==> config.mk <==
export PLATFORM = sky130hd
export DESIGN_NAME = jht_cordic
export DESIGN_NICKNAME = d
export VERILOG_FILES = /design/src/hw/rtl/jht_pkg.sv /design/src/hw/rtl/jht_cordic.sv
export SDC_FILE = /design/constraint.sdc
export NUM_CORES = 2
export LEC_CHECK = 0
export BUFFER_PORTS_ARGS = -buffer_cell sky130_fd_sc_hd__buf_2
export CORE_MARGIN = 1.5
export CORE_UTILIZATION = 65
export CTS_CLUSTER_DIAMETER = 80
export DETAILED_ROUTE_END_ITERATION = 8
export HOLD_SLACK_MARGIN = 0.15
export PLACE_DENSITY = 0.8
export SYNTH_ARGS = -nofsm -noshare
export SYNTH_HDL_FRONTEND = slang
export SYNTH_SLANG_ARGS = --single-unit
==> constraint.sdc <==
create_clock -name clk_i -period 5.2 [get_ports clk_i]
set_input_delay 0.78 -clock clk_i [delete_from_list [all_inputs] [get_ports clk_i]]
set_output_delay 0.78 -clock clk_i [all_outputs]
set_load 0.02 [all_outputs]
==> src/hw/rtl/jht_pkg.sv <==
package jht_pkg;

  localparam int ValW = 20;
  localparam int AngW = 33;

  localparam logic [33:0] TwoPiQ30  = 34'd6746518852;
  localparam logic [33:0] PiQ30     = 34'd3373259426;
  localparam logic [33:0] HalfPiQ30 = 34'd1686629713;
  localparam logic signed [AngW-1:0] GainQ30 = 33'sd652032874;

  localparam logic signed [35:0] ElemMax = 36'sd524287;
  localparam logic signed [35:0] ElemMin = -36'sd524288;

  localparam logic [1:0] LastRow = 2'd3;

  localparam logic REG_AXIS = 1'b0;
  localparam logic REG_KIND = 1'b1;

  typedef enum logic [1:0] {
    AXIS_X    = 2'd0,
    AXIS_Y    = 2'd1,
    AXIS_Z    = 2'd2,
    AXIS_NONE = 2'd3
  } jht_axis_e;

  typedef enum logic {
    KIND_TRANS = 1'b0,
    KIND_ROT   = 1'b1
  } jht_kind_e;

  typedef struct packed {
    jht_axis_e axis;
    jht_kind_e kind;
  } jht_cfg_t;

  typedef struct packed {
    logic                   vld;
    logic                   neg;
    logic signed [ValW-1:0] val;
    logic signed [AngW-1:0] z;
  } jht_ang_t;

  typedef struct packed {
    logic                   vld;
    logic                   neg;
    logic signed [ValW-1:0] val;
    logic signed [AngW-1:0] x;
    logic signed [AngW-1:0] y;
  } jht_cs_t;

  typedef struct packed {
    logic signed [ValW-1:0] c3;
    logic signed [ValW-1:0] c2;
    logic signed [ValW-1:0] c1;
    logic signed [ValW-1:0] c0;
  } jht_row_t;

  function automatic logic signed [AngW-1:0] atan_q30(input int i);
    unique case (i)
      0:       return 33'sd843314857;
      1:       return 33'sd497837829;
      2:       return 33'sd263043836;
      3:       return 33'sd133525158;
      4:       return 33'sd67021687;
      5:       return 33'sd33543516;
      6:       return 33'sd16775851;
      7:       return 33'sd8388437;
      8:       return 33'sd4194283;
      9:       return 33'sd2097149;
      default: return 33'sd1 <<< (30 - i);
    endcase
  endfunction

  function automatic logic signed [ValW-1:0] sat_elem(input logic signed [35:0] v);
    if (v > ElemMax) begin
      return ElemMax[ValW-1:0];
    end else if (v < ElemMin) begin
      return ElemMin[ValW-1:0];
    end else begin
      return v[ValW-1:0];
    end
  endfunction

endpackage

==> src/hw/rtl/jht_cordic.sv <==
module jht_cordic
  import jht_pkg::*;
#(
  parameter int CORDIC_STEPS = 16
) (
  input  logic     clk_i,
  input  logic     rst_ni,
  input  logic     en_i,
  input  jht_ang_t ang_i,
  output jht_cs_t  cs_o
);

  localparam int NSt = (CORDIC_STEPS > 31) ? 31 : CORDIC_STEPS;

  logic [NSt-1:0]         vld_q;
  logic [NSt-1:0]         neg_q;
  logic signed [AngW-1:0] x_q [NSt];
  logic signed [AngW-1:0] y_q [NSt];
  logic signed [AngW-1:0] z_q [NSt];
  logic signed [AngW-1:0] xi  [NSt];
  logic signed [AngW-1:0] yi  [NSt];
  logic signed [AngW-1:0] zi  [NSt];
  logic signed [ValW-1:0] val_q [NSt];

  always_comb begin
    xi[0] = GainQ30;
    yi[0] = '0;
    zi[0] = ang_i.z;
    for (int j = 1; j < NSt; j++) begin
      xi[j] = x_q[j-1];
      yi[j] = y_q[j-1];
      zi[j] = z_q[j-1];
    end
  end

  always_ff @(posedge clk_i or negedge rst_ni) begin
    if (!rst_ni) begin
      vld_q <= '0;
    end else if (en_i) begin
      vld_q <= {vld_q[NSt-2:0], ang_i.vld};
    end
  end

  always_ff @(posedge clk_i) begin
    if (en_i) begin
      neg_q    <= {neg_q[NSt-2:0], ang_i.neg};
      val_q[0] <= ang_i.val;
      for (int j = 0; j < NSt; j++) begin
        if (!zi[j][AngW-1]) begin
          x_q[j] <= xi[j] - (yi[j] >>> j);
          y_q[j] <= yi[j] + (xi[j] >>> j);
          z_q[j] <= zi[j] - atan_q30(j);
        end else begin
          x_q[j] <= xi[j] + (yi[j] >>> j);
          y_q[j] <= yi[j] - (xi[j] >>> j);
          z_q[j] <= zi[j] + atan_q30(j);
        end
      end
      for (int j = 1; j < NSt; j++) begin
        val_q[j] <= val_q[j-1];
      end
    end
  end

  assign cs_o.vld = vld_q[NSt-1];
  assign cs_o.neg = neg_q[NSt-1];
  assign cs_o.val = val_q[NSt-1];
  assign cs_o.x   = x_q[NSt-1];
  assign cs_o.y   = y_q[NSt-1];

endmodule

==> metrics.txt <==
outcome finished clean; routed length per instance 21.3 um; max-slew violation count 0; Congestion Overflow GR 0; post-synth top area share 40.2%; CTS tree done; register bit count reported by yosys 1701; worst rel slew slack 15.6%; largest net degree at the start of global routing 189; DRT iter0 DRCs 8378; CTS Buf Count 179; Crit path depth 20; Distinct cells, synth 85; clk slew on worst S/H paths 0.06 ns; first-pass GRT wire length 513 mm; Clock H-tree levels 4; drt pass-1 iters 8; Achievable Freq 200 MHz; Post-Syn Area per Cell 10.2 sq um; Main synth FF type edfxtp_1; gp weighted congestion 0.991; Yosys warnings 0; Worst path max stage delay 0.52 ns; DP Wirelength 250 mm; row count 161; vias in the first global route 95100; Worst path slowest cell edfxtp_1; fin crit share 96.4%; hold path startpoint ang_i[0]; Worst-Margin Slew 1.26 ns; crit path time final 5.01 ns; die footprint 196000 sq um; via count 98300; antenna violations before repair 2; antenna-violating nets left 0; sequential cell area fraction in the yosys report 40.5%; Initial Utilization 65.4%; Via density 6.42; Setup Skew 0.0912 ns; fraction of registers with async set/reset 0.941%; CP delay by family, top simple AND/OR/NAND/NOR gates; Reg2Reg Depth 20; Core ar. 193000 sq um; most used cell, CP a21o_1; # clock sinks 1701; largest area contributor in the netlist edfxtp_1; CTS max path bufs 3; post-detailed-routing wire length 326 mm; setup-violating endpoint count in the final report 0; CP Launch Type flop; cells along the critical path nor4_2 -> nor2b_1 -> nand2_1 -> nor3b_2 -> nand2_1 -> nor4_2 -> buf_4 -> nor2_1 -> xnor2_1 -> ha_1 -> a21o_1 -> a21o_1 -> a21o_1 -> a21oi_1 -> nor2b_1 -> a31oi_1 -> o211ai_1 -> a31o_2 -> a21oi_1 -> xnor2_1; crit path DAT 5.66 ns; worst skew pair latency 0.91 ns; critical path buffer and inverter count 1; Syn Inst Count 12300; Clock Tree Root clkbuf_16; Residual DRC 0; Mapped Area 126000 sq um; Post-Layout Cell Count 15300; Tightest Hold Check Type primary input to flop; Placed Cells 14900; worst-path fanout max 5; synth top area cells edfxtp_1 40%, ha_1 13%, xnor2_1 7.9%; Post-synth EDFFs 1685; Critical Path Sink Type flop; Die Ht 443 um; global-route usage over all layers 32.4%; flip-flop and latch area 51000 sq um; multi-input logic area 71900 sq um; worst hold stages 2; Port Buffer Count 145; Min Hold Slack 0.212 ns; die extent in x 443 um; max cap viols 0; share of cells above drive strength 1 6.69%; FILL cells 13900; crit path kind flop to flop; # IOs 146; RR Startpoint x_q[0][144]; Layout area overhead 8.71%; fin nets 14000; Post-Syn Nets 13700; Crit. Startpoint x_q[0][144]; critical path required time 5.85 ns; final hold viol count 0
[worst paths after layout]
path	to	slack [ns]
setup / recovery	y_q[0][194]	0.19
hold / removal	z_q[0][0]	0.21
setup reg to reg	y_q[0][194]	0.19
hold reg to reg	val_q[1][79]	0.41
max in group asynchronous	vld_q[14]	4.61
min in group asynchronous	vld_q[7]	0.31
[worst register-to-register path: cells and delay by family, from the launching register on]
kind / cells / cell delay (ns)
xor gates and xnor gates: 2 / 0.33
AOI/OAI and AO/OA: 8 / 1.66
adders and majority gates: 1 / 0.28
and+or+nand+nor: 8 / 1.76
DFF: 1 / 0.52
buffers and inverters: 1 / 0.20
[cell usage after synthesis (36+ instances only)]
cell,count
o31ai_1,129
a211oi_1,136
nor2b_1,142
a2111oi_0,36
nand2b_1,159
xnor2_1,1141
o21ai_0,617
mux2i_1,74
xor2_1,577
buf_4,88
or4_1,56
nand2_1,598
or2_2,38
ha_1,1309
a31o_2,36
o21bai_1,163
nand4_1,93
nor2_1,890
nor3b_1,43
a31oi_1,127
edfxtp_1,1685
a21boi_0,46
clkbuf_1,170
o21a_1,185
nor3_1,304
and3_1,128
a21o_1,574
nand3_1,182
inv_1,488
mux2_2,53
or3_1,79
a21oi_1,1187
nor4_1,98
o211ai_1,72
and2_1,62
o41ai_1,54
fa_1,45
[state kept, by name, indices dropped and copies added, names as in the netlist]
register and flops:
y_q 496, x_q 470, z_q 383, val_q 320, neg_q 16, vld_q 16
[layer usage]
metal / global-route usage, % / part of all wire (%) / vias up
met1: 42.5 / 42 / 47100
met3: 3.46 / 6.0 / 817
met4: 13.8 / 4.5 / 0
met2: 54.5 / 48 / 3710
li1: - / - / 46700
met5: 0 / 0 / -
[cell usage in the layout (no fill, tap or decap), types with 135 or more instances in the layout]
master     synthesis  layout
edfxtp_1        1685    1685
ha_1            1309    1309
a21oi_1         1187    1184
xnor2_1         1141    1141
nor2_1           890     889
o21ai_0          617     616
nand2_1          598     596
xor2_1           577     577
a21o_1           574     574
inv_1            488     484
nor3_1           304     299
buf_4             88     235
o21a_1           185     185
nand3_1          182     182
clkbuf_16          0     179
o21bai_1         163     163
nand2b_1         159     159
buf_2              0     144
nor2b_1          142     141
a211oi_1         136     135
[cells by family after synthesis]
family,synth area share [%]
DFF,40.5
muxes,1.06
AOI/OAI and AO/OA,18.7
buffers and inverters,2.59
and+or+nand+nor,11.5
adders and majority gates,13.7
xor gates and xnor gates,12.0
[what timing repair did]
item | CTS | global route
gates resized for setup | 0 | 30
hold buffers | 23 | 0
endpoints found under the hold margin | 38 | 0
setup buffers | 0 | 0
setup endpoints to repair | 0 | 40
[cell type report]
| type | count | share of cell area [%] |
|---|---|---|
| Clock inverter | 127 | 1.13 |
| Timing Repair Buffer | 411 | 2.11 |
| Sequential cell | 1701 | 37.2 |
| Multi-Input combinational cell | 9829 | 52.5 |
| Inverter | 495 | 1.36 |
| Antenna cell | 2 | 0.00366 |
| Clock buffer | 206 | 3.36 |
| Tap cell | 2526 | 2.31 |
[metrics by stage]
step / utilization [%] / worst slack, ns / TNS, ns / instance area, sq um
detailed placement: 67.7 / -0.0466 / -0.0466 / 130000
global route: 71.1 / -0.0595 / -0.158 / 137000
global placement: 67.7 / -0.0123 / -0.0123 / 130000
floorplan: - / 0.0225 / 0 / 126000
finish: 71.1 / 0.188 / 0 / 137000
CTS: 71.0 / 0.0829 / 0 / 137000
Power is left out: the tool's default activity adds up to more than one toggle a clock period on the data nets, which glitch-free logic cannot reach.
