==> src/hw/rtl/jht_pkg.sv <==
package jht_pkg;

  localparam int ValW = 20;
  localparam int AngW = 33;

  localparam logic [33:0] TwoPiQ30  = 34'd6746518852;
  localparam logic [33:0] PiQ30     = 34'd3373259426;
  localparam logic [33:0] HalfPiQ30 = 34'd1686629713;
  localparam logic signed [AngW-1:0] GainQ30 = 33'sd652032874;

  localparam logic signed [35:0] ElemMax = 36'sd524287;
  localparam logic signed [35:0] ElemMin = -36'sd524288;

  localparam logic [1:0] LastRow = 2'd3;

  localparam logic REG_AXIS = 1'b0;
  localparam logic REG_KIND = 1'b1;

  typedef enum logic [1:0] {
    AXIS_X    = 2'd0,
    AXIS_Y    = 2'd1,
    AXIS_Z    = 2'd2,
    AXIS_NONE = 2'd3
  } jht_axis_e;

  typedef enum logic {
    KIND_TRANS = 1'b0,
    KIND_ROT   = 1'b1
  } jht_kind_e;

  typedef struct packed {
    jht_axis_e axis;
    jht_kind_e kind;
  } jht_cfg_t;

  typedef struct packed {
    logic                   vld;
    logic                   neg;
    logic signed [ValW-1:0] val;
    logic signed [AngW-1:0] z;
  } jht_ang_t;

  typedef struct packed {
    logic                   vld;
    logic                   neg;
    logic signed [ValW-1:0] val;
    logic signed [AngW-1:0] x;
    logic signed [AngW-1:0] y;
  } jht_cs_t;

  typedef struct packed {
    logic signed [ValW-1:0] c3;
    logic signed [ValW-1:0] c2;
    logic signed [ValW-1:0] c1;
    logic signed [ValW-1:0] c0;
  } jht_row_t;

  function automatic logic signed [AngW-1:0] atan_q30(input int i);
    unique case (i)
      0:       return 33'sd843314857;
      1:       return 33'sd497837829;
      2:       return 33'sd263043836;
      3:       return 33'sd133525158;
      4:       return 33'sd67021687;
      5:       return 33'sd33543516;
      6:       return 33'sd16775851;
      7:       return 33'sd8388437;
      8:       return 33'sd4194283;
      9:       return 33'sd2097149;
      default: return 33'sd1 <<< (30 - i);
    endcase
  endfunction

  function automatic logic signed [ValW-1:0] sat_elem(input logic signed [35:0] v);
    if (v > ElemMax) begin
      return ElemMax[ValW-1:0];
    end else if (v < ElemMin) begin
      return ElemMin[ValW-1:0];
    end else begin
      return v[ValW-1:0];
    end
  endfunction

endpackage

==> src/hw/rtl/jht_reduce.sv <==
module jht_reduce
  import jht_pkg::*;
#(
  parameter int FRACTION_BITS = 16
) (
  input  logic                   clk_i,
  input  logic                   rst_ni,
  input  logic                   en_i,
  input  logic                   vld_i,
  input  logic signed [ValW-1:0] val_i,
  output jht_ang_t               ang_o
);

  localparam int Sh   = 30 - FRACTION_BITS;
  localparam int MagW = ValW + Sh;
  localparam int RW   = (MagW > 34) ? MagW : 34;
  localparam int NRed = (FRACTION_BITS < 16) ? 17 - FRACTION_BITS : 1;

  logic [NRed:0]          vld_q;
  logic [NRed:0]          sgn_q;
  logic [RW-1:0]          mag_q [NRed+1];
  logic signed [ValW-1:0] val_q [NRed+1];

  logic [ValW-1:0] abs_v;
  logic [RW-1:0]   mag_d;

  logic                   w_vld_q, w_sg_q;
  logic [33:0]            w_m_q;
  logic signed [ValW-1:0] w_val_q;

  logic                   f_vld_q, f_sg_q, f_neg_q;
  logic [33:0]            f_m_q;
  logic signed [ValW-1:0] f_val_q;

  logic [33:0]            m_in;
  logic                   wrap, fold;
  logic signed [AngW-1:0] zp;
  jht_ang_t               ang_q;

  assign abs_v = val_i[ValW-1] ? ValW'(-val_i) : ValW'(val_i);
  assign mag_d = RW'(abs_v) << Sh;

  assign m_in = mag_q[NRed][33:0];
  assign wrap = m_in > PiQ30;
  assign fold = w_m_q > HalfPiQ30;
  assign zp   = signed'(f_m_q[AngW-1:0]);

  always_ff @(posedge clk_i or negedge rst_ni) begin
    if (!rst_ni) begin
      vld_q   <= '0;
      w_vld_q <= 1'b0;
      f_vld_q <= 1'b0;
      ang_q   <= '0;
    end else if (en_i) begin
      vld_q     <= {vld_q[NRed-1:0], vld_i};
      w_vld_q   <= vld_q[NRed];
      f_vld_q   <= w_vld_q;
      ang_q.vld <= f_vld_q;
      ang_q.neg <= f_neg_q;
      ang_q.val <= f_val_q;
      ang_q.z   <= f_sg_q ? -zp : zp;
    end
  end

  // restoring modulo two pi, one quotient bit per stage
  always_ff @(posedge clk_i) begin
    if (en_i) begin
      mag_q[0] <= mag_d;
      sgn_q[0] <= val_i[ValW-1];
      val_q[0] <= val_i;
      for (int j = 1; j <= NRed; j++) begin
        if (mag_q[j-1] >= (RW'(TwoPiQ30) << (NRed - j))) begin
          mag_q[j] <= mag_q[j-1] - (RW'(TwoPiQ30) << (NRed - j));
        end else begin
          mag_q[j] <= mag_q[j-1];
        end
        sgn_q[j] <= sgn_q[j-1];
        val_q[j] <= val_q[j-1];
      end
      w_m_q   <= wrap ? TwoPiQ30 - m_in : m_in;
      w_sg_q  <= sgn_q[NRed] ^ wrap;
      w_val_q <= val_q[NRed];
      f_m_q   <= fold ? PiQ30 - w_m_q : w_m_q;
      f_sg_q  <= w_sg_q ^ fold;
      f_neg_q <= fold;
      f_val_q <= w_val_q;
    end
  end

  assign ang_o = ang_q;

endmodule

==> config.mk <==
export PLATFORM = sky130hd
export DESIGN_NAME = jht_reduce
export DESIGN_NICKNAME = d
export VERILOG_FILES = /design/src/hw/rtl/jht_pkg.sv /design/src/hw/rtl/jht_reduce.sv
export SDC_FILE = /design/constraint.sdc
export NUM_CORES = 1
export LEC_CHECK = 0
export BUFFER_PORTS_ARGS = -buffer_cell sky130_fd_sc_hd__buf_2
export CAP_MARGIN = 0
export CORE_ASPECT_RATIO = 0.6
export CORE_MARGIN = 2
export CORE_UTILIZATION = 50
export CTS_CLUSTER_SIZE = 14
export DETAILED_ROUTE_END_ITERATION = 16
export PLACE_DENSITY = 0.8
export SYNTH_ARGS = -nofsm -noshare
export SYNTH_HDL_FRONTEND = slang
export SYNTH_SLANG_ARGS = --single-unit
==> constraint.sdc <==
create_clock -name clk_i -period 3.8 [get_ports clk_i]
set_clock_uncertainty 0.1 [all_clocks]
set_input_delay 0.76 -clock clk_i [delete_from_list [all_inputs] [get_ports clk_i]]
set_output_delay 0.76 -clock clk_i [all_outputs]
set_load 0.005 [all_outputs]
==> summary.md <==
| Metric | Value |
|---|---|
| Sw Pwr | 1.67 mW |
| Clock Latency Late Sink | 500 ps |
| Maximum VDD drop | 0.298 mV |
| Async set or reset register ratio after synthesis | 24.1% |
| Final period util | 73.0% |
| Max-slew headroom | 38.0% |
| ANT nets after route | 0 |
| Synthesized instance count | around 750 |
| Worst Path Max Fanout | 7 |
| Total GRT Usage | between 15 and 20% |
| Most common cell after layout, fill and taps aside | edfxtp_1 |
| DR WL/cell | 16.8 µm |
| DRC errors left | 0 |
| Switching Fraction | 25.6% |
| Synth unique cells | 56 |
| # resized after CTS | 0 |
| Post-synthesis sequential area ratio | 66.7% |
| Synthesized area | 10200 µm² |
| Starting Density | 51.1% |
| Layout cells sized above 1 | 18.2% |
| Avg Synthesized Cell Area | between 10 and 15 µm² |
| IO Port Bufs | 77 |
| Die width | 189 µm |
| Area post-placement | 10900 µm² |
| CTS tree | built |
| CP Capture Type | flip-flop |
| PD cells | roughly 560 nW/µm² |
| Final setup margin | 1020 ps |
| Clk pin slew, worst setup/hold paths | 60 ps |
| Pleak | ~4.2 nW |
| F_max | 360 MHz |
| Post-DP HPWL | 13000 µm |
| Final hold vios | 0 |
| Chip Height | 115 µm |
| H-tree depth | 1 |
| CTS Sinks | around 240 |
| P&R area growth vs syn | 13.5% |
| Core ar. | 20000 µm² |
| Worst Hold Class | input pin to async pin |
| Global-route wire length before repair | 30600 µm |
| Largest net degree at the start of global routing | 80 |
| IO Pins | 79 |
| Global route overflow | 0 |
| Clock power frac | between 30% and 40% |
| 1st-pass router iterations | 4 |
| Maxcap violations | 0 |
| Setup Viol. Count Final | 0 |
| Yosys reg bits | between 200 and 250 |
| Vias in the first global route | 5746 |
| Floorplan row count | 40 |
| Crit path time final | about 2800 ps |
| Diodes inserted | 0 |
| Comb power frac | 14.0% |
| Die ar. | 21700 µm² |
| Power Internal | 4.85 mW |
| Final instance area | 11600 µm² |
| Worst setup SP type | flip-flop |
| WL final | 18900 µm |
| Synth warnings | 0 |
| Number of synthesized flops with an enable pin | 180 |
| RSZ-0062 raised after global routing | no |
| Hold buffers post-CTS | 0 |
| Via count | 6205 |
| Ys flop type | edfxtp_1 |
| Tightest Pin Transition | 922 ps |
| Final #Nets | between 800 and 900 |
| Setup WS pre-CTS | 721 ps |
| Worst Path Required | roughly 4100 ps |
| CP Class | flip-flop to flip-flop |
| Outcome | finished clean |
| Vias/cell | around 5.5 |
| Post-CTS Setup Inserts | 0 |
| Syn_nets | 784 |
| Max-slew violations | 0 |
| RePlAce Congestion | 0.869 |
| Max clock buf depth | 3 |
| Clock Tree Root | clkbuf_16 |
| Initial antenna violation count | 1 |
| TritonCTS Buffers | 22 |
| DR iter-0 viols | 649 |
| Most frequent cells in the layout | edfxtp_1 (180), buf_2 (76), dfrtp_1 (57) |
| CP Data Arrival Time | 3110 ps |
| Seq pwr share | a little over half |
| Final setup TNS | 0 ps |
==> path summary, 6_finish.rpt <==
kind                                        start                    end  slack, ps  cells past startpoint
max in group asynchronous                  rst_ni   ang_o[6]$_DFFE_PN0P_       2570                      2
hold / removal                             rst_ni  ang_o[34]$_DFFE_PN0P_        200                      1
setup / recovery              f_m_q[20]$_DFFE_PP_  ang_o[31]$_DFFE_PN0P_       1020                      5
hold reg to reg            val_q[1][16]$_DFFE_PP_  w_val_q[16]$_DFFE_PP_        320                      0
min in group clk_i         val_q[1][16]$_DFFE_PP_  w_val_q[16]$_DFFE_PP_        320                      0
setup reg to reg              f_m_q[20]$_DFFE_PP_  ang_o[31]$_DFFE_PN0P_       1020                      5
==> state kept, by name, indices dropped and copies added, names as in the netlist, 2 cells and up <==
signal / flops
f_val_q: 20
w_m_q: 25
ang_o: 53
vld_q: 2
mag_q: 41
w_val_q: 20
f_m_q: 32
val_q: 39
==> critical path, stage by stage, from the launching register on <==
cell	delay, ps
edfxtp_1	410
or4_4	560
or4_1	620
or4_4	470
or4_1	480
nand3_1	80
==> cell usage after synthesis (3+ instances only) <==
cell	n	area, µm²
o31ai_1	16	120
clkbuf_1	18	67.6
inv_1	22	82.6
a21o_1	3	22.5
nor3_1	6	30.0
mux2_2	30	338
nand2b_1	6	37.5
a21boi_0	6	45.0
buf_1	7	26.3
ha_1	7	87.6
xor2_1	47	412
or4_1	12	90.1
xnor2_1	53	464
o41ai_1	13	114
nor4_1	11	68.8
a211oi_1	6	45.0
edfxtp_1	180	5410
o21ai_0	35	175
nand3_1	17	85.1
nor2_1	54	203
dfrtp_1	57	1430
nand4_1	7	43.8
and3_1	4	25.0
a31oi_1	9	56.3
or3_1	12	75.1
o41a_1	3	33.8
a21oi_1	45	225
nand2_1	29	109
==> area by class of cell <==
| class | count | area, µm² |
|---|---|---|
| inverter | 22 | 82.6 |
| sequential | 237 | 6830 |
| fill | 1615 | 8400 |
| timing repair buffer | 85 | 455 |
| tap | 273 | 342 |
| clock buffer | 36 | 668 |
| clock inverter | 4 | 23.8 |
| multi-input combinational | 466 | 3210 |
==> metrics by stage <==
step                utilization [%]  hold slack (ps)  cells  total power, mW
floorplan                         -              300    753             4.06
global placement               54.6              301   1083             4.41
detailed placement             54.6              305   1083             4.45
CTS                            58.0              219   1123             6.56
global route                   58.0              254   1123             6.82
finish                         58.0              200   1123             6.52
==> power by group through the flow <==
stage	combinational, mW	clock (mW)	sequential [mW]
after global routing	1.03	2.26	3.54
after detailed placement	0.911	0	3.54
after floorplan	0.590	0	3.47
after CTS	0.920	2.15	3.49
after global placement	0.886	0	3.52
final	0.913	2.11	3.50
==> cells by family after synthesis <==
logic type,Yosys count,share of synthesized area [%]
and+or+nand+nor,173,8.73
muxes,32,3.51
DFF,237,66.7
xor gates and xnor gates,100,8.56
other,1,0.0366
adders and majority gates,7,0.856
AOI/OAI and AO/OA,153,9.65
buffers and inverters,50,1.92
==> routing by layer <==
layer / vias to the layer above / GRT usage (%) / wire, µm
met1: 3005 / 29.0 / 9750
met2: 182 / 24.6 / 7780
li1: 2990 / - / -
met3: 28 / 3.02 / 1070
met5: - / 0 / 0
met4: 0 / 3.80 / 292
Power figures use the tool's default switching activity.
