File: src/hw/rtl/jht_pkg.sv
package jht_pkg;

  localparam int ValW = 20;
  localparam int AngW = 33;

  localparam logic [33:0] TwoPiQ30  = 34'd6746518852;
  localparam logic [33:0] PiQ30     = 34'd3373259426;
  localparam logic [33:0] HalfPiQ30 = 34'd1686629713;
  localparam logic signed [AngW-1:0] GainQ30 = 33'sd652032874;

  localparam logic signed [35:0] ElemMax = 36'sd524287;
  localparam logic signed [35:0] ElemMin = -36'sd524288;

  localparam logic [1:0] LastRow = 2'd3;

  localparam logic REG_AXIS = 1'b0;
  localparam logic REG_KIND = 1'b1;

  typedef enum logic [1:0] {
    AXIS_X    = 2'd0,
    AXIS_Y    = 2'd1,
    AXIS_Z    = 2'd2,
    AXIS_NONE = 2'd3
  } jht_axis_e;

  typedef enum logic {
    KIND_TRANS = 1'b0,
    KIND_ROT   = 1'b1
  } jht_kind_e;

  typedef struct packed {
    jht_axis_e axis;
    jht_kind_e kind;
  } jht_cfg_t;

  typedef struct packed {
    logic                   vld;
    logic                   neg;
    logic signed [ValW-1:0] val;
    logic signed [AngW-1:0] z;
  } jht_ang_t;

  typedef struct packed {
    logic                   vld;
    logic                   neg;
    logic signed [ValW-1:0] val;
    logic signed [AngW-1:0] x;
    logic signed [AngW-1:0] y;
  } jht_cs_t;

  typedef struct packed {
    logic signed [ValW-1:0] c3;
    logic signed [ValW-1:0] c2;
    logic signed [ValW-1:0] c1;
    logic signed [ValW-1:0] c0;
  } jht_row_t;

  function automatic logic signed [AngW-1:0] atan_q30(input int i);
    unique case (i)
      0:       return 33'sd843314857;
      1:       return 33'sd497837829;
      2:       return 33'sd263043836;
      3:       return 33'sd133525158;
      4:       return 33'sd67021687;
      5:       return 33'sd33543516;
      6:       return 33'sd16775851;
      7:       return 33'sd8388437;
      8:       return 33'sd4194283;
      9:       return 33'sd2097149;
      default: return 33'sd1 <<< (30 - i);
    endcase
  endfunction

  function automatic logic signed [ValW-1:0] sat_elem(input logic signed [35:0] v);
    if (v > ElemMax) begin
      return ElemMax[ValW-1:0];
    end else if (v < ElemMin) begin
      return ElemMin[ValW-1:0];
    end else begin
      return v[ValW-1:0];
    end
  endfunction

endpackage

File: src/hw/rtl/jht_rows.sv
module jht_rows
  import jht_pkg::*;
#(
  parameter int FRACTION_BITS = 16
) (
  input  logic                   clk_i,
  input  logic                   rst_ni,
  input  jht_cs_t                cs_i,
  input  jht_cfg_t               cfg_i,
  input  logic                   out_ready_i,
  output logic                   en_o,
  output logic                   out_valid_o,
  output logic [1:0]             row_index_o,
  output logic signed [ValW-1:0] col0_value_o,
  output logic signed [ValW-1:0] col1_value_o,
  output logic signed [ValW-1:0] col2_value_o,
  output logic signed [ValW-1:0] col3_value_o,
  output logic                   last_row_o
);

  localparam int Sh   = 30 - FRACTION_BITS;
  localparam int RndW = AngW + 2;
  localparam logic signed [RndW-1:0] Half = signed'((35'd1 << Sh) >> 1);
  localparam logic signed [35:0]     One  = 36'sd1 <<< FRACTION_BITS;

  logic signed [AngW:0]   xe, ye;
  logic                   r1_vld_q;
  logic signed [AngW:0]   r1_x_q, r1_y_q;
  logic signed [ValW-1:0] r1_val_q;

  logic                   r2_vld_q;
  logic signed [RndW-1:0] r2_c_q, r2_s_q;
  logic signed [ValW-1:0] r2_val_q;

  logic signed [35:0]     cv, sv, tv;
  logic signed [ValW-1:0] e_one, e_c, e_s, e_ns, e_t;
  jht_row_t               new_rows [4];

  logic                   mat_vld_q;
  logic [1:0]             row_q;
  jht_row_t               rows_q [4];

  assign xe = (AngW+1)'(cs_i.x);
  assign ye = (AngW+1)'(cs_i.y);

  assign en_o = !mat_vld_q || (out_ready_i && row_q == LastRow);

  assign cv = (cfg_i.kind == KIND_ROT) ? 36'(r2_c_q) : One;
  assign sv = (cfg_i.kind == KIND_ROT) ? 36'(r2_s_q) : '0;
  assign tv = (cfg_i.kind == KIND_ROT) ? '0 : 36'(r2_val_q);

  assign e_one = sat_elem(One);
  assign e_c   = sat_elem(cv);
  assign e_s   = sat_elem(sv);
  assign e_ns  = sat_elem(-sv);
  assign e_t   = sat_elem(tv);

  always_comb begin
    for (int r = 0; r < 4; r++) begin
      new_rows[r] = '0;
    end
    new_rows[0].c0 = e_one;
    new_rows[1].c1 = e_one;
    new_rows[2].c2 = e_one;
    new_rows[3].c3 = e_one;
    unique case (cfg_i.axis)
      AXIS_X: begin
        new_rows[0].c3 = e_t;
        new_rows[1].c1 = e_c;
        new_rows[1].c2 = e_ns;
        new_rows[2].c1 = e_s;
        new_rows[2].c2 = e_c;
      end
      AXIS_Y: begin
        new_rows[0].c0 = e_c;
        new_rows[0].c2 = e_s;
        new_rows[1].c3 = e_t;
        new_rows[2].c0 = e_ns;
        new_rows[2].c2 = e_c;
      end
      AXIS_Z: begin
        new_rows[0].c0 = e_c;
        new_rows[0].c1 = e_ns;
        new_rows[1].c0 = e_s;
        new_rows[1].c1 = e_c;
        new_rows[2].c3 = e_t;
      end
      AXIS_NONE: begin
      end
    endcase
  end

  always_ff @(posedge clk_i or negedge rst_ni) begin
    if (!rst_ni) begin
      r1_vld_q  <= 1'b0;
      r2_vld_q  <= 1'b0;
      mat_vld_q <= 1'b0;
      row_q     <= '0;
    end else if (en_o) begin
      r1_vld_q  <= cs_i.vld;
      r2_vld_q  <= r1_vld_q;
      mat_vld_q <= r2_vld_q;
      row_q     <= '0;
    end else if (out_ready_i) begin
      row_q <= row_q + 2'd1;
    end
  end

  always_ff @(posedge clk_i) begin
    if (en_o) begin
      r1_x_q   <= cs_i.neg ? -xe : xe;
      r1_y_q   <= cs_i.neg ? -ye : ye;
      r1_val_q <= cs_i.val;
      // round half up to the output fraction
      r2_c_q   <= (RndW'(r1_x_q) + Half) >>> Sh;
      r2_s_q   <= (RndW'(r1_y_q) + Half) >>> Sh;
      r2_val_q <= r1_val_q;
      for (int r = 0; r < 4; r++) begin
        rows_q[r] <= new_rows[r];
      end
    end else if (out_ready_i) begin
      for (int r = 0; r < 3; r++) begin
        rows_q[r] <= rows_q[r+1];
      end
    end
  end

  assign out_valid_o  = mat_vld_q;
  assign row_index_o  = row_q;
  assign col0_value_o = rows_q[0].c0;
  assign col1_value_o = rows_q[0].c1;
  assign col2_value_o = rows_q[0].c2;
  assign col3_value_o = rows_q[0].c3;
  assign last_row_o   = row_q == LastRow;

endmodule

File: config.mk
export PLATFORM = sky130hd
export DESIGN_NAME = jht_rows
export DESIGN_NICKNAME = d
export VERILOG_FILES = /design/src/hw/rtl/jht_pkg.sv /design/src/hw/rtl/jht_rows.sv
export SDC_FILE = /design/constraint.sdc
export NUM_CORES = 1
export LEC_CHECK = 0
export ABC_CLOCK_PERIOD_IN_PS = 6400
export BUFFER_PORTS_ARGS = -buffer_cell sky130_fd_sc_hd__buf_2
export CELL_PAD_IN_SITES_DETAIL_PLACEMENT = 1
export CELL_PAD_IN_SITES_GLOBAL_PLACEMENT = 2
export CORE_UTILIZATION = 42
export CTS_BUF_LIST = sky130_fd_sc_hd__clkbuf_4
export CTS_CLUSTER_SIZE = 28
export DETAILED_ROUTE_END_ITERATION = 12
export PLACE_DENSITY = 0.85
export SLEW_MARGIN = 25
export SYNTH_ARGS = -nofsm -noshare
export SYNTH_HDL_FRONTEND = slang
export SYNTH_SLANG_ARGS = --single-unit
File: constraint.sdc
create_clock -name clk_i -period 6.4 [get_ports clk_i]
set_clock_uncertainty 0.15 [all_clocks]
set_input_delay 1.28 -clock clk_i [delete_from_list [all_inputs] [get_ports clk_i]]
set_output_delay 1.28 -clock clk_i [all_outputs]
set_load 0.005 [all_outputs]
==> summary.md, run 1 <==
| Metric | Value |
|---|---|
| Syn-to-layout area delta | `11.7%` |
| Fin cells | `2088` |
| Final setup fails | `0` |
| Clk_lat worst skew | `750 ps` |
| Drt initial violations | `744` |
| Initial Util | `42.9%` |
| WP data required | `4970 ps` |
| RePlAce Congestion | `0.890` |
| Synth Area per Inst | `12.3 um^2` |
| CP Launch Type | `flip-flop` |
| Worst-case clock buffer depth | `3` |
| DIE AREA | `40600 um^2` |
| Post-Syn Nets | `1466` |
| Root buffer cell | `clkbuf_4` |
| Worst r2r path cells | `8` |
| CP Capture Type | `primary output` |
| Placed cells | `1924` |
| Top-Level Pins | `179` |
| Resized Gates After CTS | `0` |
| Largest family of logic cells by synthesized area | `simple AND/OR/NAND/NOR gates` |
| Die H | `202 um` |
| Mux share of post-synthesis cell area | `0.374%` |
| Worst slew pin tran | `954 ps` |
| First-pass GRT wire length | `about 63 mm` |
| I/O Buffers | `178` |
| Lkg Pwr | `6.93 nW` |
| # clock sinks | `369` |
| Slew Viols, Final | `0` |
| Most frequent cells in the layout | `364 x edfxtp_1, 225 x nand2_1, 178 x buf_2, 125 x clkbuf_4, 107 x o21ai_0` |
| DRC | `0` |
| Final Hold Violating Endpoints | `0` |
| Status | `completed` |
| Die X | `202 um` |
| Routed WL | `40.1 mm` |
| Pwr Density | `380 nW/um^2` |
| Post-route ant nets | `0` |
| Worst R2R Setup Slack | `2830 ps` |
| Fmax | `roughly 240 MHz` |
| Crit-path max FO | `41` |
| Yosys cell types | `between 70 and 80` |
| RR Startpoint | `r2_s_q[0]` |
| Unrepaired setup endpoints after global routing | `false` |
| Final period utilization | `65.1%` |
| Headroom to the max-slew limit | `36.2%` |
| Vias | `10955` |
| DRT Pass-1 Iters | `5` |
| Max-cap viol count | `0` |
| GRT Total Usage | `19.9%` |
| Post-Synth Simple-Gate Area | `13.5%` |
| Post-synthesis sequential area ratio | `66.1%` |
| Clock transition at path regs | `around 70 ps` |
| Maximum VDD drop | `~0.21 mV` |
| Critical Path AT | `2740 ps` |
| Adder-cell share of the synthesized area | `0.718%` |
| Post-DR vias/cell | `5.25` |
| Initial antenna violation count | `2` |
| CTS H-tree depth | `3` |
| Top FF cell, synth | `edfxtp_1` |
| Synthesized cell area | `about 17000 um^2` |
| Reg2reg end | `rows_q[0][122]` |
| Synth Warn # | `0` |
| Core area | `about 39000 um^2` |
| Post-synth EDFFs | `364` |
| CTS tree | `done` |
| Compound-cell area share of the yosys netlist | `9.22%` |
| Register bit total from synthesis | `369` |
| Asr flop ratio synth | `1.36%` |
| Vias in the first global route | `between 10000 and 15000` |
| Setup CP Type | `reg2out` |
| Sum Neg Setup Slack | `0 ps` |
| DPL Wire Length | `around 27 mm` |
| Setup Buffers After CTS | `0` |
| Final #Nets | `1603` |
| Most common cell after layout, fill and taps aside | `edfxtp_1` |
| Worst hold path class | `in2async` |
| Largest net degree at the start of global routing | `147` |
| FP Rows | `72` |
| CTS Buf Count | `93` |
| Tmin final | `4170 ps` |
| Routed wire per std cell | `between 15 and 20 um` |
| Area share of xor/xnor cells in the synthesized design | `4.55%` |
| Layout cell share with drive strength beyond 1 | `between 20 and 25%` |
| Hold-fix buffers, CTS | `0` |
| GRT Residual Overflow | `0` |
| Synth Instances | `roughly 1400` |
-- registers in the layout, indices dropped and copies added, names as in the netlist --
register     cells
out_valid_o      1
r1_val_q        20
r1_vld_q         1
r1_x_q          21
r1_y_q          21
r2_c_q          21
r2_s_q          21
r2_val_q        20
r2_vld_q         1
row_index_o      2
rows_q         240
-- layout make-up --
| cell class | count | area (um^2) |
|---|---|---|
| diodes | 1 | 2.50 |
| multi-input cells | 836 | 4770 |
| fillers | 4192 | 20300 |
| clock inverters | 38 | 213 |
| flip-flops and latches | 369 | 11100 |
| clock buffers | 125 | 938 |
| inverters | 10 | 43.8 |
| well taps | 518 | 648 |
| repair buffers | 191 | 1010 |
-- synth_stat cells, types with 7 or more instances --
library cell	count	area (um^2)
edfxtp_1	364	10900
nand2_1	226	848
o21ai_0	107	536
buf_4	81	608
nor2_1	73	274
xnor2_1	73	639
nand3_1	66	330
clkbuf_1	58	218
a21oi_1	49	245
and2_1	24	150
o21ai_1	17	85.1
a22o_1	15	131
nand4_1	15	93.8
nor3_1	14	70.1
o31ai_1	14	105
xor2_1	14	123
inv_1	10	37.5
nor4_1	10	62.6
and3_1	9	56.3
nor2b_1	9	56.3
ha_1	8	100
or3_1	8	50.1
o211ai_1	7	52.6
-- power by group --
group | switching (mW) | internal, mW | total (mW)
sequential | 0.305 | 3.45 | 3.76
combinational | 0.972 | 0.443 | 1.41
clock | 0.943 | 0.992 | 1.94
total | 2.22 | 4.89 | 7.11
-- metrics by stage --
stage | cell area [um^2] | hold WS, ps | setup WS, ps | total power [mW] | util, %
after floorplan | 16700 | 250 | 679 | 4.78 | -
after global placement | 17500 | 252 | 1840 | 5.16 | 44.9
after detailed placement | 17500 | 256 | 1680 | 5.24 | 44.9
after CTS | 18700 | 108 | 2080 | 7.20 | 47.9
after global routing | 18700 | 121 | 1960 | 7.48 | 47.9
final | 18700 | 178 | 2230 | 7.11 | 47.9
-- logic make-up after synthesis --
group                      after synthesis
AOI/OAI and AO/OA                      247
adders and majority gates               10
buffers and inverters                  159
DFF                                    369
xor gates and xnor gates                87
and+or+nand+nor                        486
muxes                                    6
-- worst max-delay path, cell delays in order (launching register included) --
cell and delay (ps):
dfrtp_1 410, ha_1 280, a21boi_0 630, inv_4 400, buf_2 250
-- worst max-delay path by stage --
stage                     end  cells past startpoint            from  slack, ps
6_report                 en_o                      4  row_index_o[0]       2230
5_1_grt                  en_o                      4  row_index_o[0]       1960
4_1_cts                  en_o                      4  row_index_o[0]       2080
3_5_place_dp    rows_q[0][22]                      9        cfg_i[0]       1680
3_3_place_gp   rows_q[0][130]                      9        cfg_i[0]       1840
2_1_floorplan    rows_q[0][0]                      2     out_ready_i        680
-- layer usage --
layer | part of all wire (%) | track usage [%]
met3 | 5.2 | 3.51
met5 | 0.042 | 0
met4 | 1.5 | 6.41
met2 | 47 | 31.7
met1 | 46 | 27.7
Power figures use the tool's default switching activity.
==> run 2: changes to the inputs <==
- ABC_CLOCK_PERIOD_IN_PS: 6400 -> 3620
- CORE_UTILIZATION: 42 -> 38
- PLACE_DENSITY: 0.85 -> 0.81
- clock period: 6.4 -> 3.62 ns (I/O delays scaled with it)
==> summary.md, run 2 (synthesis results as in run 1) <==
| Metric | Value |
|---|---|
| Placed cells | `2017 (was 1924)` |
| DIE AREA | `44900 um^2 (was 40600 um^2)` |
| Largest net degree at the start of global routing | `179 (was 147)` |
| Worst slew pin tran | `1020 ps (was 954 ps)` |
| Max FFs per register | `240 (unchanged)` |
| CP Launch Type | `flip-flop (unchanged)` |
| CTS tree | `done (unchanged)` |
| Top-Level Pins | `179 (unchanged)` |
| Initial Util | `38.7% (was 42.9%)` |
| GRT Residual Overflow | `0 (unchanged)` |
| Final Hold Violating Endpoints | `0 (unchanged)` |
| Die H | `212 um (was 202 um)` |
| GRT Total Usage | `19.0% (was 19.9%)` |
| Clk_lat worst skew | `780 ps (was 750 ps)` |
| Resized Gates After CTS | `0 (unchanged)` |
| Dpl cell area | `17800 um^2 (was 17500 um^2)` |
| FP Rows | `76 (was 72)` |
| Routed WL | `41.8 mm (was 40.1 mm)` |
| RR Startpoint | `r2_s_q[5] (was r2_s_q[0])` |
| Slew Viols, Final | `0 (unchanged)` |
| # clock sinks | `369 (unchanged)` |
| DRC | `0 (unchanged)` |
| Lkg Pwr | `7.20 nW (was 6.93 nW)` |
| Core area | `43300 um^2 (was 39000 um^2)` |
| Critical Path AT | `2310 ps (was 2740 ps)` |
| Unrepaired setup endpoints after global routing | `false (unchanged)` |
| Slowest-stage cell, CP | `dfrtp_1 (was a21boi_0)` |
| Filler cells | `4613 (was 4192)` |
| Worst Hold Launch | `cs_i[63]` |
| Internal power | `8.97 mW (was 4.89 mW)` |
| Pwr Density | `671 nW/um^2 (was 380 nW/um^2)` |
| Hold Path Sink | `r1_x_q[30]` |
| Max-cap viol count | `0 (unchanged)` |
| Fmax | `approximately 310 MHz` |
| Vias in the first global route | `11592 (was 11383)` |
| Crit-path max FO | `4 (was 41)` |
| CTS Buf Count | `95 (was 93)` |
| Setup Buffers After CTS | `0 (unchanged)` |
| Setup CP Type | `reg2out (unchanged)` |
| Maximum VDD drop | `0.343 mV (was 0.214 mV)` |
| Vias | `11186 (was 10955)` |
| Net Sw Power | `3.99 mW (was 2.22 mW)` |
| Initial antenna violation count | `2 (unchanged)` |
| Die X | `212 um (was 202 um)` |
| Final #Nets | `1654 (was 1603)` |
| Most common cell after layout, fill and taps aside | `edfxtp_1 (unchanged)` |
| Hold Path Stages | `2` |
| CTS H-tree depth | `3 (unchanged)` |
| CP Capture Type | `primary output (unchanged)` |
| Fin cells | `2207 (was 2088)` |
| Syn-to-layout area delta | `15.4% (was 11.7%)` |
| Post-DR vias/cell | `5.07 (was 5.25)` |
| Tmin final | `3190 ps` |
| Hold-fix buffers, CTS | `23 (was 0)` |
| Status | `completed (unchanged)` |
| Post-route ant nets | `0 (unchanged)` |
| First-pass GRT wire length | `64.7 mm (was 63.1 mm)` |
| Final setup fails | `0 (unchanged)` |
| Worst hold path class | `in2reg (was in2async)` |
| DRT Pass-1 Iters | `5 (unchanged)` |
| Drt initial violations | `826 (was 744)` |
| Pwr Total | `13.0 mW (was 7.11 mW)` |
| Reg2reg end | `rows_q[0][20] (was rows_q[0][122])` |
| WP data required | `2750 ps (was 4970 ps)` |
| Max incr delay on CP | `420 ps (was 630 ps)` |
| Layout cell share with drive strength beyond 1 | `24.3% (was 23.1%)` |
| Clk pwr share | `28.3% (was 27.2%)` |
| I/O Buffers | `178 (unchanged)` |
| Most frequent cells in the layout | `364 x edfxtp_1, 226 x nand2_1, 178 x buf_2, 133 x clkbuf_4, 107 x o21ai_0 (was 364 x edfxtp_1, 225 x nand2_1, 178 x buf_2, 125 x clkbuf_4, 107 x o21ai_0)` |
| Final period utilization | `88.0%` |
| Headroom to the max-slew limit | `31.9% (was 36.2%)` |
| RePlAce Congestion | `0.877 (was 0.890)` |
| Largest register by flop count | `rows_q (unchanged)` |
| Crit path cell chain | `ha_1 -> a21boi_1 -> clkinvlp_4 -> buf_2 (was ha_1 -> a21boi_0 -> inv_4 -> buf_2)` |
| DPL Wire Length | `28.0 mm (was 26.6 mm)` |
| Switching Fraction | `30.8% (was 31.2%)` |
| Gate power share | `20.4% (was 19.9%)` |
| Root buffer cell | `clkbuf_4 (unchanged)` |
| Worst R2R Setup Slack | `440 ps (was 2830 ps)` |
| Worst-case clock buffer depth | `3 (unchanged)` |
| Routed wire per std cell | `18.9 um (was 19.2 um)` |
| Clock transition at path regs | `60 ps (was 70 ps)` |
| Worst r2r path cells | `8 (unchanged)` |
| Final Cell Area | `19300 um^2 (was 18700 um^2)` |
| Sequential Power Share | `51.3% (was 52.9%)` |
## run 2: cell types whose count changed in the layout (fill, tap and decap cells not counted), moves of 2 or more
cell           before  now
clkinv_1           27   24
dlygate4sd3_1       0   23
bufinv_16           2    4
clkbuf_4          125  133
clkinv_4            2    0
clkinvlp_4          1    3
buf_4              11   34
clkinv_2            6    3
buf_12              2    4
## run 2: cell type report
type / count / area, um^2 / share of cell area, %
tap: 585 / 732 / 3.79
timing repair buffer: 240 / 1470 / 7.60
inverter: 10 / 45.0 / 0.233
sequential: 369 / 11100 / 57.3
clock buffer: 133 / 998 / 5.17
antenna: 1 / 2.50 / 0.0130
clock inverter: 33 / 236 / 1.22
multi-input combinational: 836 / 4770 / 24.7
## run 2: per-stage QoR
stage | utilization (%) | hold slack (ps) | setup slack, ps | setup TNS [ps]
after floorplan | - | 250 | -1350 | -325010
after global placement | 41.2 | 251 | 11.7 | 0
after detailed placement | 41.2 | 256 | 284 | 0
after CTS | 44.6 | 10.7 | 294 | 0
after global routing | 44.6 | 55.0 | 232 | 0
final | 44.6 | 113 | 433 | 0
## run 2: power by group through the flow
stage	clock network [mW]	registers, mW	logic (mW)
floorplan	0	6.55	1.89
global placement	0	6.70	2.57
detailed placement	0	6.74	2.65
CTS	3.79	6.66	2.69
global route	3.98	6.75	2.93
finish	3.67	6.65	2.64
## run 2: critical path: cells and delay by family (launching register included)
family / cells / cell delay (ps)
adder cells (fa/ha/maj): 1 / 290
flip-flops: 1 / 420
buffers and inverters: 2 / 450
AO/OA/AOI/OAI: 1 / 410
## run 2: worst max path at each step
stage	to	cells after the start	startpoint	slack [ps]
after floorplan	rows_q[0][0]	2	out_ready_i	-1350
after global placement	rows_q[0][7]	5	cfg_i[0]	10
after detailed placement	r1_y_q[33]	7	cs_i[14]	280
after CTS	en_o	4	row_index_o[0]	290
after global routing	en_o	4	row_index_o[0]	230
final	en_o	4	row_index_o[0]	430
## run 2: routing by layer
layer	part of all wire (%)	routed length (um)	GRT usage (%)
met2	47	19800	30.5
met4	2.2	938	7.57
met1	45	18700	24.9
met5	0.031	13	0
met3	5.8	2430	4.05
==> run 3: changes to the inputs <==
- PLACE_DENSITY: 0.81 -> not set
- PLACE_DENSITY_LB_ADDON: not set -> 0.1
==> summary.md, run 3 (synthesis results as in run 1) <==
| Metric | Value |
|---|---|
| Worst R2R Setup Slack | `440 ps (about the same)` |
| Post-route ant nets | `0 (unchanged)` |
| Routed WL | `43.0 mm (was 41.8 mm)` |
| Die X | `212 um (unchanged)` |
| Crit-path max FO | `4 (unchanged)` |
| Fin cells | `2212 (was 2207)` |
| GRT Total Usage | `19.5% (was 19.0%)` |
| Routed wire per std cell | `19.4 um (was 18.9 um)` |
| Util after Layout | `44.7% (was 44.6%)` |
| Syn-to-layout area delta | `15.6% (was 15.4%)` |
| Slowest-stage cell, CP | `dfrtp_1 (unchanged)` |
| CTS H-tree depth | `3 (unchanged)` |
| Switching Fraction | `31.1% (was 30.8%)` |
| Initial antenna violation count | `3 (was 2)` |
| Max-cap viol count | `0 (unchanged)` |
| Setup crit end | `en_o (unchanged)` |
| Fmax | `313 MHz (was 314 MHz)` |
| Hold Path Stages | `2 (unchanged)` |
| Maximum VDD drop | `0.366 mV (was 0.343 mV)` |
| Tmin final | `3190 ps (about the same)` |
| Internal power | `8.91 mW (was 8.97 mW)` |
| Placed cells | `2019 (was 2017)` |
| Layout cell share with drive strength beyond 1 | `25.4% (was 24.3%)` |
| Clock transition at path regs | `60 ps (about the same)` |
| # clock sinks | `369 (unchanged)` |
| Critical Path AT | `2320 ps (was 2310 ps)` |
| CTS tree | `done (unchanged)` |
| DRT Pass-1 Iters | `5 (unchanged)` |
| Worst-case clock buffer depth | `3 (unchanged)` |
| Reg area | `11100 um^2 (unchanged)` |
| Pwr Total | `12.9 mW (was 13.0 mW)` |
| Status | `completed (unchanged)` |
| Final period utilization | `88.1% (was 88.0%)` |
| Slew Viols, Final | `0 (unchanged)` |
| I/O Buffers | `178 (unchanged)` |
| Final #Nets | `1656 (was 1654)` |
| Most common cell after layout, fill and taps aside | `edfxtp_1 (unchanged)` |
| CTS Buf Count | `96 (was 95)` |
| Drt initial violations | `562 (was 826)` |
| Final Hold Violating Endpoints | `0 (unchanged)` |
| Most frequent cells in the layout | `364 x edfxtp_1, 226 x nand2_1, 178 x buf_2, 148 x clkbuf_4, 106 x o21ai_0 (was 364 x edfxtp_1, 226 x nand2_1, 178 x buf_2, 133 x clkbuf_4, 107 x o21ai_0)` |
| Setup CP Type | `reg2out (unchanged)` |
| Vias | `11122 (was 11186)` |
| Largest register by flop count | `rows_q (unchanged)` |
| Lkg Pwr | `7.24 nW (was 7.20 nW)` |
| Headroom to the max-slew limit | `37.9% (was 31.9%)` |
| Clk_lat worst skew | `800 ps (was 780 ps)` |
| Net Sw Power | `4.03 mW (was 3.99 mW)` |
| Sequential Power Share | `51.0% (was 51.3%)` |
| DPL Wire Length | `28.5 mm (was 28.0 mm)` |
| Top-Level Pins | `179 (unchanged)` |
| Final setup fails | `0 (unchanged)` |
| RePlAce Congestion | `0.824 (was 0.877)` |
| Vias in the first global route | `11582 (was 11592)` |
| FP Rows | `76 (unchanged)` |
| CP Launch Type | `flip-flop (unchanged)` |
| RR Startpoint | `r2_s_q[15] (was r2_s_q[5])` |
| Crit path cell chain | `ha_1 -> a21boi_1 -> clkinvlp_4 -> buf_2 (unchanged)` |
| First-pass GRT wire length | `66.4 mm (was 64.7 mm)` |
| Worst r2r path cells | `7 (was 8)` |
| CP Capture Type | `primary output (unchanged)` |
| Initial Util | `38.7% (unchanged)` |
| Worst hold path class | `in2reg (unchanged)` |
| Filler cells | `4647 (was 4613)` |
| GRT Residual Overflow | `0 (unchanged)` |
| Reg2reg end | `rows_q[0][22] (was rows_q[0][20])` |
| CP Launch Point | `row_index_o[0] (unchanged)` |
| Largest net degree at the start of global routing | `125 (was 179)` |
| Max incr delay on CP | `410 ps (was 420 ps)` |
| Clk pwr share | `28.1% (was 28.3%)` |
| Die H | `212 um (unchanged)` |
| Max FFs per register | `240 (unchanged)` |
| Root buffer cell | `clkbuf_4 (unchanged)` |
| Multi-input gate area | `4770 um^2 (about the same)` |
| DRC | `0 (unchanged)` |
| DIE AREA | `44900 um^2 (unchanged)` |
| Core area | `43300 um^2 (unchanged)` |
| Unrepaired setup endpoints after global routing | `false (unchanged)` |
| WP data required | `2750 ps (about the same)` |
| Gate power share | `21.0% (was 20.4%)` |
| Worst slew pin tran | `922 ps (was 1020 ps)` |
| Pwr Density | `669 nW/um^2 (was 671 nW/um^2)` |
| Post-DR vias/cell | `5.03 (was 5.07)` |
==> run 3: cell types whose count changed in the layout (fill, tap and decap cells not counted), moves of 2 or more <==
cell       change
buf_12         +2
bufinv_16      -3
clkbuf_4      +15
clkinv_1      -16
clkinv_2       +2
diode_2        +2
inv_2          +2
==> run 3: power by group through the flow <==
stage	Combinational [mW]	Clock (mW)	Sequential, mW
floorplan	1.89	0	6.55
global placement	2.69	0	6.66
detailed placement	2.74	0	6.69
CTS	2.76	3.78	6.61
global route	3.01	3.94	6.71
finish	2.71	3.63	6.60
==> run 3: cell type report <==
type | instances | area share, %
well taps | 585 | 3.79
clock inverters | 20 | 0.628
repair buffers | 241 | 7.73
clock buffers | 148 | 5.75
inverters | 10 | 0.233
diodes | 3 | 0.0388
flip-flops and latches | 369 | 57.2
multi-input cells | 836 | 24.7
==> run 3: per-stage QoR <==
step / hold WS [ps] / setup slack [ps] / TNS, ps / instance area (um^2)
final: 122 / 430 / 0 / 19300
after global placement: 252 / 320 / 0 / 17900
after detailed placement: 255 / 223 / 0 / 17900
after floorplan: 250 / -1350 / -325010 / 16700
after global routing: 71.1 / 234 / 0 / 19300
after CTS: 21.5 / 297 / 0 / 19300
==> run 3: routing by layer <==
| layer | track usage (%) | wire length [um] | vias to the layer above |
|---|---|---|---|
| met3 | 4.36 | 2390 | 53 |
| met2 | 30.9 | 20200 | 286 |
| met1 | 26.3 | 19600 | 5462 |
| met4 | 6.97 | 761 | 0 |
| li1 | - | - | 5321 |
| met5 | 0 | 0 | - |
==> run 3: critical path, delay by kind of cell (launching register included) <==
family / cells / cell delay (ps)
AO/OA/AOI/OAI: 1 / 390
adder cells (fa/ha/maj): 1 / 270
buffers and inverters: 2 / 490
flip-flops: 1 / 410
==> run 3: how the worst min path moves through the flow <==
stage                start          end  slack, ps
6_report          cs_i[15]   r1_y_q[15]        120
5_1_grt           cs_i[31]   r1_y_q[31]         70
4_1_cts           cs_i[31]   r1_y_q[31]         20
3_5_place_dp   r1_val_q[9]  r2_val_q[9]        260
3_3_place_gp   r1_val_q[1]  r2_val_q[1]        250
2_1_floorplan  r1_val_q[0]  r2_val_q[0]        250
==> run 3: repair_timing <==
action,4_1_cts,5_1_grt
endpoints found under the hold margin,26,0
hold buffers,22,0
resized for setup,0,0
buffers inserted,0,0
